--- config.mk ---
export PLATFORM = sky130hd
export DESIGN_NAME = bmp_pixel_to_gray_unit
export DESIGN_NICKNAME = d
export VERILOG_FILES = /design/src/rtl/bpg_pkg.sv /design/src/rtl/bmp_pixel_to_gray_unit.sv
export SDC_FILE = /design/constraint.sdc
export NUM_CORES = 2
export LEC_CHECK = 0
export BUFFER_PORTS_ARGS = -buffer_cell sky130_fd_sc_hd__buf_2
export CORE_MARGIN = 5
export CORE_UTILIZATION = 28
export DETAILED_ROUTE_END_ITERATION = 10
export GPL_ROUTABILITY_DRIVEN = 0
export GPL_TIMING_DRIVEN = 1
export PLACE_DENSITY = 0.48
export RECOVER_POWER = 25
export SETUP_SLACK_MARGIN = 0.02
export SYNTH_ARGS = -nofsm -noshare
export SYNTH_HDL_FRONTEND = slang
export SYNTH_SLANG_ARGS = --single-unit
--- constraint.sdc ---
create_clock -name clk -period 20.2 [get_ports clk]
set_input_delay 6.06 -clock clk [delete_from_list [all_inputs] [get_ports clk]]
set_output_delay 6.06 -clock clk [all_outputs]
set_load 0.05 [all_outputs]
--- src/rtl/bpg_pkg.sv ---
// bpg_pkg: shared constants, register codes and helper functions for the
// bmp pixel to gray unit
// no dependencies
`default_nettype none

package bpg_pkg;

    localparam int MAX_WIDTH     = 4096;
    localparam int MAX_HEIGHT    = 4096;
    localparam int PALETTE_DEPTH = 256;

    localparam int PAL_AW      = $clog2(PALETTE_DEPTH);
    localparam int COUNT_W     = $clog2(MAX_WIDTH) + 1;
    localparam int POS_W       = 12;
    localparam int ROW_BYTES_W = 15;
    localparam int SUM_W       = 10;

    localparam int IN_TDATA_W  = 40;
    localparam int OUT_TDATA_W = 32;
    localparam int APB_AW      = 4;
    localparam int APB_DW      = 32;

    // pixel formats
    localparam logic [2:0] FMT_PAL1   = 3'd0;
    localparam logic [2:0] FMT_PAL2   = 3'd1;
    localparam logic [2:0] FMT_PAL4   = 3'd2;
    localparam logic [2:0] FMT_PAL8   = 3'd3;
    localparam logic [2:0] FMT_BGR24  = 3'd4;
    localparam logic [2:0] FMT_BGRA32 = 3'd5;

    // item kinds
    localparam logic KIND_PALETTE = 1'b0;
    localparam logic KIND_PIXEL   = 1'b1;

    // register indexes
    localparam logic [1:0] REG_FORMAT = 2'd0;
    localparam logic [1:0] REG_WIDTH  = 2'd1;
    localparam logic [1:0] REG_HEIGHT = 2'd2;

    // color channel positions
    localparam logic [1:0] CH_BLUE  = 2'd0;
    localparam logic [1:0] CH_GREEN = 2'd1;
    localparam logic [1:0] CH_RED   = 2'd2;
    localparam logic [1:0] CH_ALPHA = 2'd3;

    // floor(s / 3) for s up to 765, by reciprocal multiply
    function automatic logic [7:0] div3(input logic [SUM_W-1:0] s);
        logic [20:0] p;
        p = {11'b0, s} * 21'd683;
        return p[18:11];
    endfunction

endpackage

`default_nettype wire

--- src/rtl/bmp_pixel_to_gray_unit.sv ---
// bmp_pixel_to_gray_unit: uncompressed bmp pixel bytes in, gray pixels with
// column and row out, apb register port for format and image size
// depends on bpg_pkg
//
// usage
//   s_* stream: one item per transfer; s_tuser selects a palette entry load
//   (0) or a pixel data byte (1). load the palette before the pixel bytes.
//   m_* stream: one gray pixel per transfer, m_tlast on the last pixel of an
//   input byte, m_tuser on the final pixel of the image.
//   apb port: format at 0x0, width at 0x4, height at 0x8; write while idle.
// timing
//   a pixel passes the item register, the palette read request stage and the
//   output register on its way to m_*. pixels leave one per cycle while m_*
//   is not stalled; a byte gives up to 8, 4, 2 or 1 pixels in the 1, 2, 4 and
//   8 bit palette formats, one at a time through the single palette read port;
//   color bytes and palette loads leave the item register in one step.
// reset
//   clears the row and column position and sets 8-bit palette, 4096 x 4096;
//   palette contents are undefined until loaded.
// stall
//   a stalled m_* side holds its pixel; one more pixel waits in the stage behind it and then s_tready drops.
`default_nettype none

module bmp_pixel_to_gray_unit
(
    input  wire logic                            clk,
    input  wire logic                            rst_n,
    // apb configuration port
    input  wire logic                            psel,
    input  wire logic                            penable,
    input  wire logic                            pwrite,
    input  wire logic [bpg_pkg::APB_AW-1:0]      paddr,
    input  wire logic [bpg_pkg::APB_DW-1:0]      pwdata,
    output logic      [bpg_pkg::APB_DW-1:0]      prdata,
    output logic                                 pready,
    // input stream
    input  wire logic                            s_tvalid,
    output logic                                 s_tready,
    // data_byte[7:0], entry_index[15:8], blue[23:16], green[31:24], red[39:32]
    input  wire logic [bpg_pkg::IN_TDATA_W-1:0]  s_tdata,
    // kind[0]
    input  wire logic                            s_tuser,
    // output stream
    output logic                                 m_tvalid,
    input  wire logic                            m_tready,
    // gray[7:0], column[19:8], row[31:20]
    output logic      [bpg_pkg::OUT_TDATA_W-1:0] m_tdata,
    output logic                                 m_tlast,
    // frame_end[0]
    output logic                                 m_tuser
);

    // configuration registers
    logic [2:0]                      pixel_format_reg;
    logic [bpg_pkg::COUNT_W-1:0]     image_width_reg;
    logic [bpg_pkg::COUNT_W-1:0]     image_height_reg;

    // input item register
    logic                            busy_reg, busy_next;
    logic                            kind_reg, kind_next;
    logic [7:0]                      shift_reg, shift_next;
    logic [bpg_pkg::PAL_AW-1:0]      entry_reg, entry_next;
    logic [7:0]                      pal_gray_reg, pal_gray_next;
    logic [2:0]                      slot_reg, slot_next;

    // position state
    logic [bpg_pkg::COUNT_W-1:0]     column_reg, column_next;
    logic [bpg_pkg::ROW_BYTES_W-1:0] row_byte_reg, row_byte_next;
    logic [bpg_pkg::POS_W-1:0]       row_reg, row_next;
    logic [1:0]                      channel_reg, channel_next;
    logic [bpg_pkg::SUM_W-1:0]       color_sum_reg, color_sum_next;

    // palette read request stage
    logic                            p1_valid_reg, p1_valid_next;
    logic                            p1_pal_reg;
    logic [bpg_pkg::PAL_AW-1:0]      p1_idx_reg;
    logic [7:0]                      p1_gray_reg;
    logic [bpg_pkg::POS_W-1:0]       p1_column_reg;
    logic [bpg_pkg::POS_W-1:0]       p1_row_reg;
    logic                            p1_last_reg;
    logic                            p1_fe_reg;

    // output register
    logic                            out_valid_reg, out_valid_next;
    logic                            out_pal_reg;
    logic [7:0]                      out_gray_reg;
    logic [7:0]                      mem_q_reg;
    logic [bpg_pkg::POS_W-1:0]       out_column_reg;
    logic [bpg_pkg::POS_W-1:0]       out_row_reg;
    logic                            out_last_reg;
    logic                            out_fe_reg;

    logic [7:0] palette_mem [bpg_pkg::PALETTE_DEPTH];

    logic                            cfg_write;
    logic [bpg_pkg::COUNT_W-1:0]     eff_w;
    logic [bpg_pkg::COUNT_W-1:0]     eff_h;
    logic [bpg_pkg::ROW_BYTES_W-1:0] wz;
    logic [bpg_pkg::ROW_BYTES_W-1:0] row_bytes_raw;
    logic [bpg_pkg::ROW_BYTES_W-1:0] row_total;
    logic [bpg_pkg::ROW_BYTES_W-1:0] row_byte_inc;
    logic [bpg_pkg::COUNT_W-1:0]     col_plus;
    logic [bpg_pkg::COUNT_W-1:0]     row_plus;
    logic [bpg_pkg::SUM_W-1:0]       sum_now;
    logic [bpg_pkg::PAL_AW-1:0]      pix_idx;
    logic [7:0]                      shift_adv;
    logic                            palette_mode;
    logic                            color_mode;
    logic                            valid_fmt;
    logic                            col_in;
    logic                            last_slot;
    logic                            pix_last;
    logic                            frame_end;
    logic                            is_pal_load;
    logic                            emit;
    logic                            needs_p1;
    logic                            p1_take;
    logic                            step;
    logic                            step_final;
    logic                            accept;
    logic                            p1_load;
    logic                            out_load;
    logic                            p1_adv;
    logic                            pal_write;

    // register port
    assign pready    = 1'b1;
    assign cfg_write = psel && penable && pwrite;

    always_ff @(posedge clk or negedge rst_n)
    begin
        if (!rst_n)
        begin
            pixel_format_reg <= bpg_pkg::FMT_PAL8;
            image_width_reg  <= bpg_pkg::COUNT_W'(bpg_pkg::MAX_WIDTH);
            image_height_reg <= bpg_pkg::COUNT_W'(bpg_pkg::MAX_HEIGHT);
        end
        else if (cfg_write)
        begin
            case (paddr[3:2])
                bpg_pkg::REG_FORMAT: pixel_format_reg <= pwdata[2:0];
                bpg_pkg::REG_WIDTH:  image_width_reg  <= pwdata[bpg_pkg::COUNT_W-1:0];
                bpg_pkg::REG_HEIGHT: image_height_reg <= pwdata[bpg_pkg::COUNT_W-1:0];
                default:             ;
            endcase
        end
    end

    always_comb
    begin
        case (paddr[3:2])
            bpg_pkg::REG_FORMAT: prdata = {29'b0, pixel_format_reg};
            bpg_pkg::REG_WIDTH:
                prdata = {{(bpg_pkg::APB_DW-bpg_pkg::COUNT_W){1'b0}}, image_width_reg};
            bpg_pkg::REG_HEIGHT:
                prdata = {{(bpg_pkg::APB_DW-bpg_pkg::COUNT_W){1'b0}}, image_height_reg};
            default:             prdata = '0;
        endcase
    end

    // clamped image size and row length in bytes
    always_comb
    begin
        if (image_width_reg == '0)
            eff_w = bpg_pkg::COUNT_W'(1);
        else if (image_width_reg > bpg_pkg::COUNT_W'(bpg_pkg::MAX_WIDTH))
            eff_w = bpg_pkg::COUNT_W'(bpg_pkg::MAX_WIDTH);
        else
            eff_w = image_width_reg;

        if (image_height_reg == '0)
            eff_h = bpg_pkg::COUNT_W'(1);
        else if (image_height_reg > bpg_pkg::COUNT_W'(bpg_pkg::MAX_HEIGHT))
            eff_h = bpg_pkg::COUNT_W'(bpg_pkg::MAX_HEIGHT);
        else
            eff_h = image_height_reg;

        wz = {2'b00, eff_w};
        case (pixel_format_reg)
            bpg_pkg::FMT_PAL1:   row_bytes_raw = (wz + 15'd7) >> 3;
            bpg_pkg::FMT_PAL2:   row_bytes_raw = (wz + 15'd3) >> 2;
            bpg_pkg::FMT_PAL4:   row_bytes_raw = (wz + 15'd1) >> 1;
            bpg_pkg::FMT_BGR24:  row_bytes_raw = (wz << 1) + wz;
            bpg_pkg::FMT_BGRA32: row_bytes_raw = wz << 2;
            default:             row_bytes_raw = wz;
        endcase
        row_total = (row_bytes_raw + 15'd3) & ~15'd3;
    end

    // unpacking of the current byte
    always_comb
    begin
        palette_mode = (pixel_format_reg <= bpg_pkg::FMT_PAL8);
        color_mode   = (pixel_format_reg == bpg_pkg::FMT_BGR24) ||
                       (pixel_format_reg == bpg_pkg::FMT_BGRA32);
        valid_fmt    = palette_mode || color_mode;
        col_in       = (column_reg < eff_w);
        col_plus     = column_reg + bpg_pkg::COUNT_W'(1);
        row_plus     = {1'b0, row_reg} + bpg_pkg::COUNT_W'(1);
        sum_now      = color_sum_reg + {2'b00, shift_reg};

        case (pixel_format_reg)
            bpg_pkg::FMT_PAL1:
            begin
                pix_idx   = {7'b0, shift_reg[7]};
                last_slot = (slot_reg == 3'd7);
                shift_adv = {shift_reg[6:0], 1'b0};
            end
            bpg_pkg::FMT_PAL2:
            begin
                pix_idx   = {6'b0, shift_reg[7:6]};
                last_slot = (slot_reg == 3'd3);
                shift_adv = {shift_reg[5:0], 2'b0};
            end
            bpg_pkg::FMT_PAL4:
            begin
                pix_idx   = {4'b0, shift_reg[7:4]};
                last_slot = (slot_reg == 3'd1);
                shift_adv = {shift_reg[3:0], 4'b0};
            end
            default:
            begin
                pix_idx   = shift_reg;
                last_slot = 1'b1;
                shift_adv = shift_reg;
            end
        endcase

        pix_last  = last_slot || (col_plus >= eff_w);
        frame_end = ({1'b0, row_reg} == (eff_h - bpg_pkg::COUNT_W'(1))) &&
                    (column_reg == (eff_w - bpg_pkg::COUNT_W'(1)));

        is_pal_load = (kind_reg == bpg_pkg::KIND_PALETTE);
        emit        = !is_pal_load && valid_fmt && col_in &&
                      (palette_mode || (channel_reg == bpg_pkg::CH_RED));
        needs_p1    = emit || is_pal_load;
        out_load    = !out_valid_reg || m_tready;
        p1_take     = !p1_valid_reg || out_load;
        step        = busy_reg && (!needs_p1 || p1_take);
        step_final  = is_pal_load || !palette_mode || !col_in || pix_last;
        s_tready    = !busy_reg || (step && step_final);
        accept      = s_tvalid && s_tready;
        p1_load     = step && emit;
        pal_write   = step && is_pal_load;
        p1_adv      = p1_valid_reg && out_load;
    end

    // item register next state
    always_comb
    begin
        busy_next     = busy_reg;
        kind_next     = kind_reg;
        shift_next    = shift_reg;
        entry_next    = entry_reg;
        pal_gray_next = pal_gray_reg;
        slot_next     = slot_reg;
        if (accept)
        begin
            busy_next     = 1'b1;
            kind_next     = s_tuser;
            shift_next    = s_tdata[7:0];
            entry_next    = s_tdata[15:8];
            pal_gray_next = bpg_pkg::div3({2'b00, s_tdata[23:16]} +
                                          {2'b00, s_tdata[31:24]} +
                                          {2'b00, s_tdata[39:32]});
            slot_next     = 3'd0;
        end
        else if (step && step_final)
        begin
            busy_next = 1'b0;
        end
        else if (step)
        begin
            shift_next = shift_adv;
            slot_next  = slot_reg + 3'd1;
        end
    end

    // position next state
    always_comb
    begin
        column_next    = column_reg;
        row_byte_next  = row_byte_reg;
        row_next       = row_reg;
        channel_next   = channel_reg;
        color_sum_next = color_sum_reg;
        row_byte_inc   = row_byte_reg + bpg_pkg::ROW_BYTES_W'(1);

        if (step && !is_pal_load && valid_fmt)
        begin
            if (col_in)
            begin
                if (palette_mode)
                begin
                    column_next = col_plus;
                end
                else
                begin
                    case (channel_reg)
                        bpg_pkg::CH_BLUE:
                        begin
                            color_sum_next = {2'b00, shift_reg};
                            channel_next   = bpg_pkg::CH_GREEN;
                        end
                        bpg_pkg::CH_GREEN:
                        begin
                            color_sum_next = sum_now;
                            channel_next   = bpg_pkg::CH_RED;
                        end
                        bpg_pkg::CH_RED:
                        begin
                            color_sum_next = sum_now;
                            column_next    = col_plus;
                            channel_next   = (pixel_format_reg == bpg_pkg::FMT_BGRA32) ?
                                             bpg_pkg::CH_ALPHA : bpg_pkg::CH_BLUE;
                        end
                        default:
                        begin
                            channel_next = bpg_pkg::CH_BLUE;
                        end
                    endcase
                end
            end

            if (step_final)
            begin
                if (row_byte_inc >= row_total)
                begin
                    row_byte_next = '0;
                    column_next   = '0;
                    channel_next  = bpg_pkg::CH_BLUE;
                    if (row_plus >= eff_h)
                        row_next = '0;
                    else
                        row_next = row_plus[bpg_pkg::POS_W-1:0];
                end
                else
                begin
                    row_byte_next = row_byte_inc;
                end
            end
        end
    end

    assign p1_valid_next  = p1_load || (p1_valid_reg && !out_load);
    assign out_valid_next = p1_adv || (out_valid_reg && !m_tready);

    always_ff @(posedge clk or negedge rst_n)
    begin
        if (!rst_n)
        begin
            busy_reg      <= 1'b0;
            column_reg    <= '0;
            row_byte_reg  <= '0;
            row_reg       <= '0;
            channel_reg   <= bpg_pkg::CH_BLUE;
            color_sum_reg <= '0;
            p1_valid_reg  <= 1'b0;
            out_valid_reg <= 1'b0;
        end
        else
        begin
            busy_reg      <= busy_next;
            column_reg    <= column_next;
            row_byte_reg  <= row_byte_next;
            row_reg       <= row_next;
            channel_reg   <= channel_next;
            color_sum_reg <= color_sum_next;
            p1_valid_reg  <= p1_valid_next;
            out_valid_reg <= out_valid_next;
        end
    end

    always_ff @(posedge clk)
    begin
        kind_reg     <= kind_next;
        shift_reg    <= shift_next;
        entry_reg    <= entry_next;
        pal_gray_reg <= pal_gray_next;
        slot_reg     <= slot_next;

        if (p1_load)
        begin
            p1_pal_reg    <= palette_mode;
            p1_idx_reg    <= pix_idx;
            p1_gray_reg   <= bpg_pkg::div3(sum_now);
            p1_column_reg <= column_reg[bpg_pkg::POS_W-1:0];
            p1_row_reg    <= row_reg;
            p1_last_reg   <= palette_mode ? pix_last : 1'b1;
            p1_fe_reg     <= frame_end;
        end

        if (p1_adv)
        begin
            out_pal_reg    <= p1_pal_reg;
            out_gray_reg   <= p1_gray_reg;
            out_column_reg <= p1_column_reg;
            out_row_reg    <= p1_row_reg;
            out_last_reg   <= p1_last_reg;
            out_fe_reg     <= p1_fe_reg;
        end
    end

    // palette store: read of older pixels sees the entry before a same-edge write
    always_ff @(posedge clk)
    begin
        if (pal_write)
            palette_mem[entry_reg] <= pal_gray_reg;
    end

    always_ff @(posedge clk)
    begin
        if (p1_adv)
            mem_q_reg <= palette_mem[p1_idx_reg];
    end

    assign m_tvalid = out_valid_reg;
    assign m_tdata  = {out_row_reg, out_column_reg, out_pal_reg ? mem_q_reg : out_gray_reg};
    assign m_tlast  = out_last_reg;
    assign m_tuser  = out_fe_reg;

endmodule

`default_nettype wire

[Word level (Yosys, flattened, before mapping)]
Memory sizes are Yosys's and may differ from the RTL's. A register that Yosys moved wholly into a read port is not among the register bits.
Cells that the tools add are included.
Cells by class
  multiply operators: 2
  equality and inequality tests: 14
  reduce and logical (&&, ||, !) cells: 56
  bitwise operators: 3
  $add $sub $neg: 14
  multiplexer cells: 31
  $lt $le $gt $ge: 7
Operators by type and width (count)
  13-bit two-way mux: 9
  15-bit one-hot mux with 5 select lines: 1
  8-bit one-hot mux with 3 select lines: 2
  13-bit one-hot mux with 3 select lines: 1
  10-bit by 10-bit multiplier with 19-bit output (second input constant): 2
  8-bit two-way mux: 4
  13-bit >= comparator: 2
  13-bit greater-than comparator (second input constant): 2
  13-bit zero test: 2
  13-bit by 1-bit subtractor with 13-bit output (second input constant): 2
  10-bit one-hot mux with 2 select lines: 1
  1-bit logical AND: 16
  14-bit by 13-bit adder with 15-bit output: 1
  15-bit by 1-bit adder with 15-bit output (second input constant): 1
  15-bit by 2-bit adder with 15-bit output (second input constant): 1
  15-bit >= comparator: 1
  15-bit two-way mux: 1
  13-bit by 1-bit adder with 14-bit output (second input constant): 1
  13-bit by 2-bit adder with 14-bit output (second input constant): 1
  13-bit by 3-bit adder with 14-bit output (second input constant): 1
  1-bit logical OR: 14
  12-bit by 1-bit adder with 13-bit output (second input constant): 1
  13-bit by 1-bit adder with 13-bit output (second input constant): 1
  12-bit by 13-bit == test with 1-bit output: 1
  28 further kinds: 58
Storage, ports and cells
  memories: 1
  RAM bits: 2048
  input bits: 84
  bits in registers: 190
  word-level logic and storage cells: 157
  output and inout bits: 69
Memory list
  palette_mem: depth 256, bits a word 8, read ports 1, clocked after Yosys merged registers in 1, wr ports 1, line bmp_pixel_to_gray_unit.sv:93  | logic [7:0] palette_mem [bpg_pkg::PALETTE_DEPTH];

[Depth between registers and ports, before layout]
  depth in word-level cells: 15
  gate-level depth with buffers: 27
  gate-level depth less buffers: 26

[Worst setup path before layout]
OpenSTA, ideal clock, no wires.
  path type: input to output
  start point: input paddr[2] in the netlist's numbering
  end point: output prdata[1] in the netlist's numbering
  required time: 14140 ps
  setup slack: 6610 ps
  stages on the path: 3
  arrival: 7530 ps
  path buffers: 1
  cell sequence: clkbuf_1 > mux2i_1 > o21ai_0
On the way
  word-level cells in the longest chain between the ends: 2
  elaborated cells on any way between the ends: 4
  classes of those cells: 2 x eq/ne; 1 x mux; 1 x reduce/logical
RTL lines
  from (decl): line bmp_pixel_to_gray_unit.sv:32  | input wire logic [bpg_pkg::APB_AW-1:0] paddr,
  2-bit == test (tied with other cells): line bmp_pixel_to_gray_unit.sv:151  | case (paddr[3:2])
  13-bit one-hot mux with 3 select lines *: line bmp_pixel_to_gray_unit.sv:151
  to (decl): line bmp_pixel_to_gray_unit.sv:34  | output logic [bpg_pkg::APB_DW-1:0] prdata,
Every way passes the cells marked *; elsewhere a longest branch is shown, timed or not.

[Worst setup path after layout]
  start point: input paddr[3] in the netlist's numbering
  end point: output prdata[2] in the netlist's numbering
The elaborated chain is that of the path after synthesis.

==> impl_metrics.env <==
export IMPL_viasPerCell=4.81
export IMPL_synth_top_flop_cell="edfxtp_1"
export IMPL_cts_buffer_depth=4
export IMPL_crit_path_start_kind="input port"
export IMPL_post_cts_repair_setup_buffers=0
export IMPL_dpl_hpwl_um=149000
export IMPL_dr_wl_met3_um=11600
export IMPL_final_hold_violation_count=0
export IMPL_dr_max_layer_used="met5"
export IMPL_setup_viol=0
export IMPL_syn_area_per_cell_um2=19.5
export IMPL_wl_met1_um=108000
export IMPL_globalRoute_totalOverflow=0
export IMPL_synth_area_um2=95300
export IMPL_crit_path_frequent_cell="buf_2"
export IMPL_pin_count=153
export IMPL_crit_path_top_delay_cell="nor2b_1"
export IMPL_synth_cell_types=84
export IMPL_vdd_drop_max_uv=327
export IMPL_cts_sinks=2246
export IMPL_path_cells="buf_2 -> nor2b_1 -> nand2_1 -> o21ai_0 -> buf_2"
export IMPL_violations="max-capacitance violations, max-slew violations"
export IMPL_netlist_instances=4876
export IMPL_nets=5413
export IMPL_die_area_um2=352000
export IMPL_seq_area_frac_synth=0.703
export IMPL_muxShareOfSynthArea=0.168
export IMPL_largest_register_ffs=2048
export IMPL_worst_pin_slew_ns=8.93
export IMPL_drt_first_pass_iters=8
export IMPL_initial_core_util=0.281
export IMPL_end_kind="output pin"
export IMPL_grt_usage=0.134
export IMPL_grt_max_degree=196
export IMPL_period_needed_ns=13.47
export IMPL_drc=0
export IMPL_arrival_ns=7.41
export IMPL_maxSlewViolCount=1582
export IMPL_yosys_area_share_simple=0.0362
export IMPL_min_path_cells=0
export IMPL_max_stage_delay_ns=0.68
export IMPL_path_clk_slew_ns=0.07
export IMPL_required_ns=14.14
export IMPL_grt_antenna_before_repair=12
export IMPL_period_share=0.667
export IMPL_power_density_nw_per_um2=162
export IMPL_crit_type="in2out"
export IMPL_dr_first_iter_drc_count=3982
export IMPL_min_path_type="reg2reg"
export IMPL_maxCapViolations=17
export IMPL_cts_tree="built"
export IMPL_path_max_fanout=13
export IMPL_fillCellCount=32600
export IMPL_final_setup_skew_ns=0.126
export IMPL_rows=214
export IMPL_synth_xor_area_frac=0.0126
export IMPL_outcome="complete, but fails checks"
export IMPL_cts_root_buf="clkbuf_16"
export IMPL_grt_pass1_wl_um=354000
export IMPL_ff2ff_path_depth=2
export IMPL_fin_tns_setup_ns=0
export IMPL_synth_compound_area_frac=0.0234
export IMPL_syn_to_final_growth_pct=13.6
export IMPL_port_buffers=111
export IMPL_avgRoutedWirePerCell_um=24.9
export IMPL_dr_wl_met2_um=118000
export IMPL_first_global_vias=48900
export IMPL_rsz0062_at_grt="no"
export IMPL_wirelength_um=243000
export IMPL_num_vias=47000
export IMPL_coreArea_um2=340000
export IMPL_die_h_um=593
export IMPL_ctsResizeCount=0
export IMPL_p_leak_nw=34.3
export IMPL_ant_nets=0
export IMPL_synth_seq_cells=2246
export IMPL_die_w_um=593
export IMPL_insertion_delay_ns=0.93
export IMPL_cts_buffers=236
export IMPL_fmax_ghz=0.0742
export IMPL_ys_async_sr_fraction=0.0374
export IMPL_ctsHoldBuffers=0
export IMPL_drive_above_1_share=0.239
export IMPL_cts_max_level=4
export IMPL_synth_edf_count=2159
export IMPL_synth_fa_ha_area_frac=0.0403
export IMPL_relSlewSlack=-4.96
export IMPL_totalPowerFinal_mw=17.5
export IMPL_synth_top_family_by_area="multiplexers"
export IMPL_ys_warn_count=0
-- report_power, final --
part,switching (mW),internal [mW]
logic,4.18,2.85
clock network,1.78,2.31
registers,0.110,6.27
-- layer usage --
metal / up-vias / GRT usage
met5: - / 0
met4: 2 / 0.0299
met3: 332 / 0.0208
met2: 1185 / 0.222
met1: 25300 / 0.188
li1: 20200 / -
-- layout make-up --
cell class                      count  area (um2)  share of cell area
Timing Repair Buffer              187        1140              0.0105
Tap cell                         4536        5680              0.0524
Clock buffer                      292        6140              0.0567
Multi-Input combinational cell   2272       26900               0.248
Inverter                          111         417             0.00385
Sequential cell                  2246       67000               0.619
Clock inverter                    130         991             0.00915
Antenna cell                        3        7.51           0.0000693
-- cells in the final DEF, fill, tap and decap left out, types with 49 or more instances in the layout --
cell and instances:
edfxtp_1 2159, mux4_2 680, nor2_1 359, clkbuf_16 237, ha_1 222, nand2_1 141, buf_2 110, inv_1 105
xnor2_1 91, o21ai_0 90, dfrtp_1 80, a21oi_1 78, clkbuf_1 73, fa_1 53, buf_4 53, clkinv_1 52
clkinv_2 49
-- cells in the mapped netlist (all sizes together) (19+ instances only) --
library cell	count	area share
edfxtp	2159	0.68
mux4	680	0.16
nor2	359	0.014
ha	222	0.029
clkbuf	157	0.0062
nand2	144	0.0057
buf	108	0.0060
inv	108	0.0043
o21ai	94	0.0049
xnor2	91	0.0084
dfrtp	80	0.021
a21oi	78	0.0041
fa	53	0.011
nand3	52	0.0027
xor2	46	0.0042
mux2	39	0.0046
nor2b	34	0.0022
nor3	34	0.0018
mux2i	26	0.0027
nand4	24	0.0016
and3	21	0.0014
nor4	19	0.0015
-- final timing paths --
check / startpoint / to / slack [ns]
worst max-delay path: paddr[3] / prdata[2] / 6.73
worst max register to register: pal_gray_reg[1] / palette_mem[55][1] / 9.44
min in group asynchronous: rst_n / color_sum_reg[5] / 5.19
worst min-delay path: p1_last_reg / m_tlast / 0.41
worst min register to register: p1_last_reg / m_tlast / 0.41
max in group asynchronous: rst_n / image_height_reg[0] / 13.92
-- critical path: cells and delay by family --
family | cells | cell delay [ns]
buffers and inverters | 2 | 0.44
and+or+nand+nor | 2 | 0.78
AOI/OAI and AO/OA | 1 | 0.12
-- metrics by stage --
step / instances / setup WS (ns) / utilization / hold WS, ns / cell area [um2]
6_report: 9777 / 6.73 / 0.319 / 0.407 / 108000
3_5_place_dp: 9352 / 6.76 / 0.298 / 0.405 / 101000
4_1_cts: 9774 / 6.76 / 0.319 / 0.412 / 108000
5_1_grt: 9775 / 6.61 / 0.319 / 0.423 / 108000
3_3_place_gp: 9352 / 6.79 / 0.298 / 0.404 / 101000
2_1_floorplan: 4894 / 6.61 / - / 0.400 / 95400
-- cell families (layout without fill, tap and decap cells) --
| logic type | Yosys count | in the layout |
|---|---|---|
| and+or+nand+nor | 757 | 757 |
| adders and majority gates | 275 | 275 |
| buffers and inverters | 376 | 720 |
| AOI/OAI and AO/OA | 338 | 338 |
| DFF | 2246 | 2246 |
| other | 2 | 23 |
| muxes | 745 | 745 |
| xor gates and xnor gates | 137 | 137 |
Power figures use the tool's default switching activity.
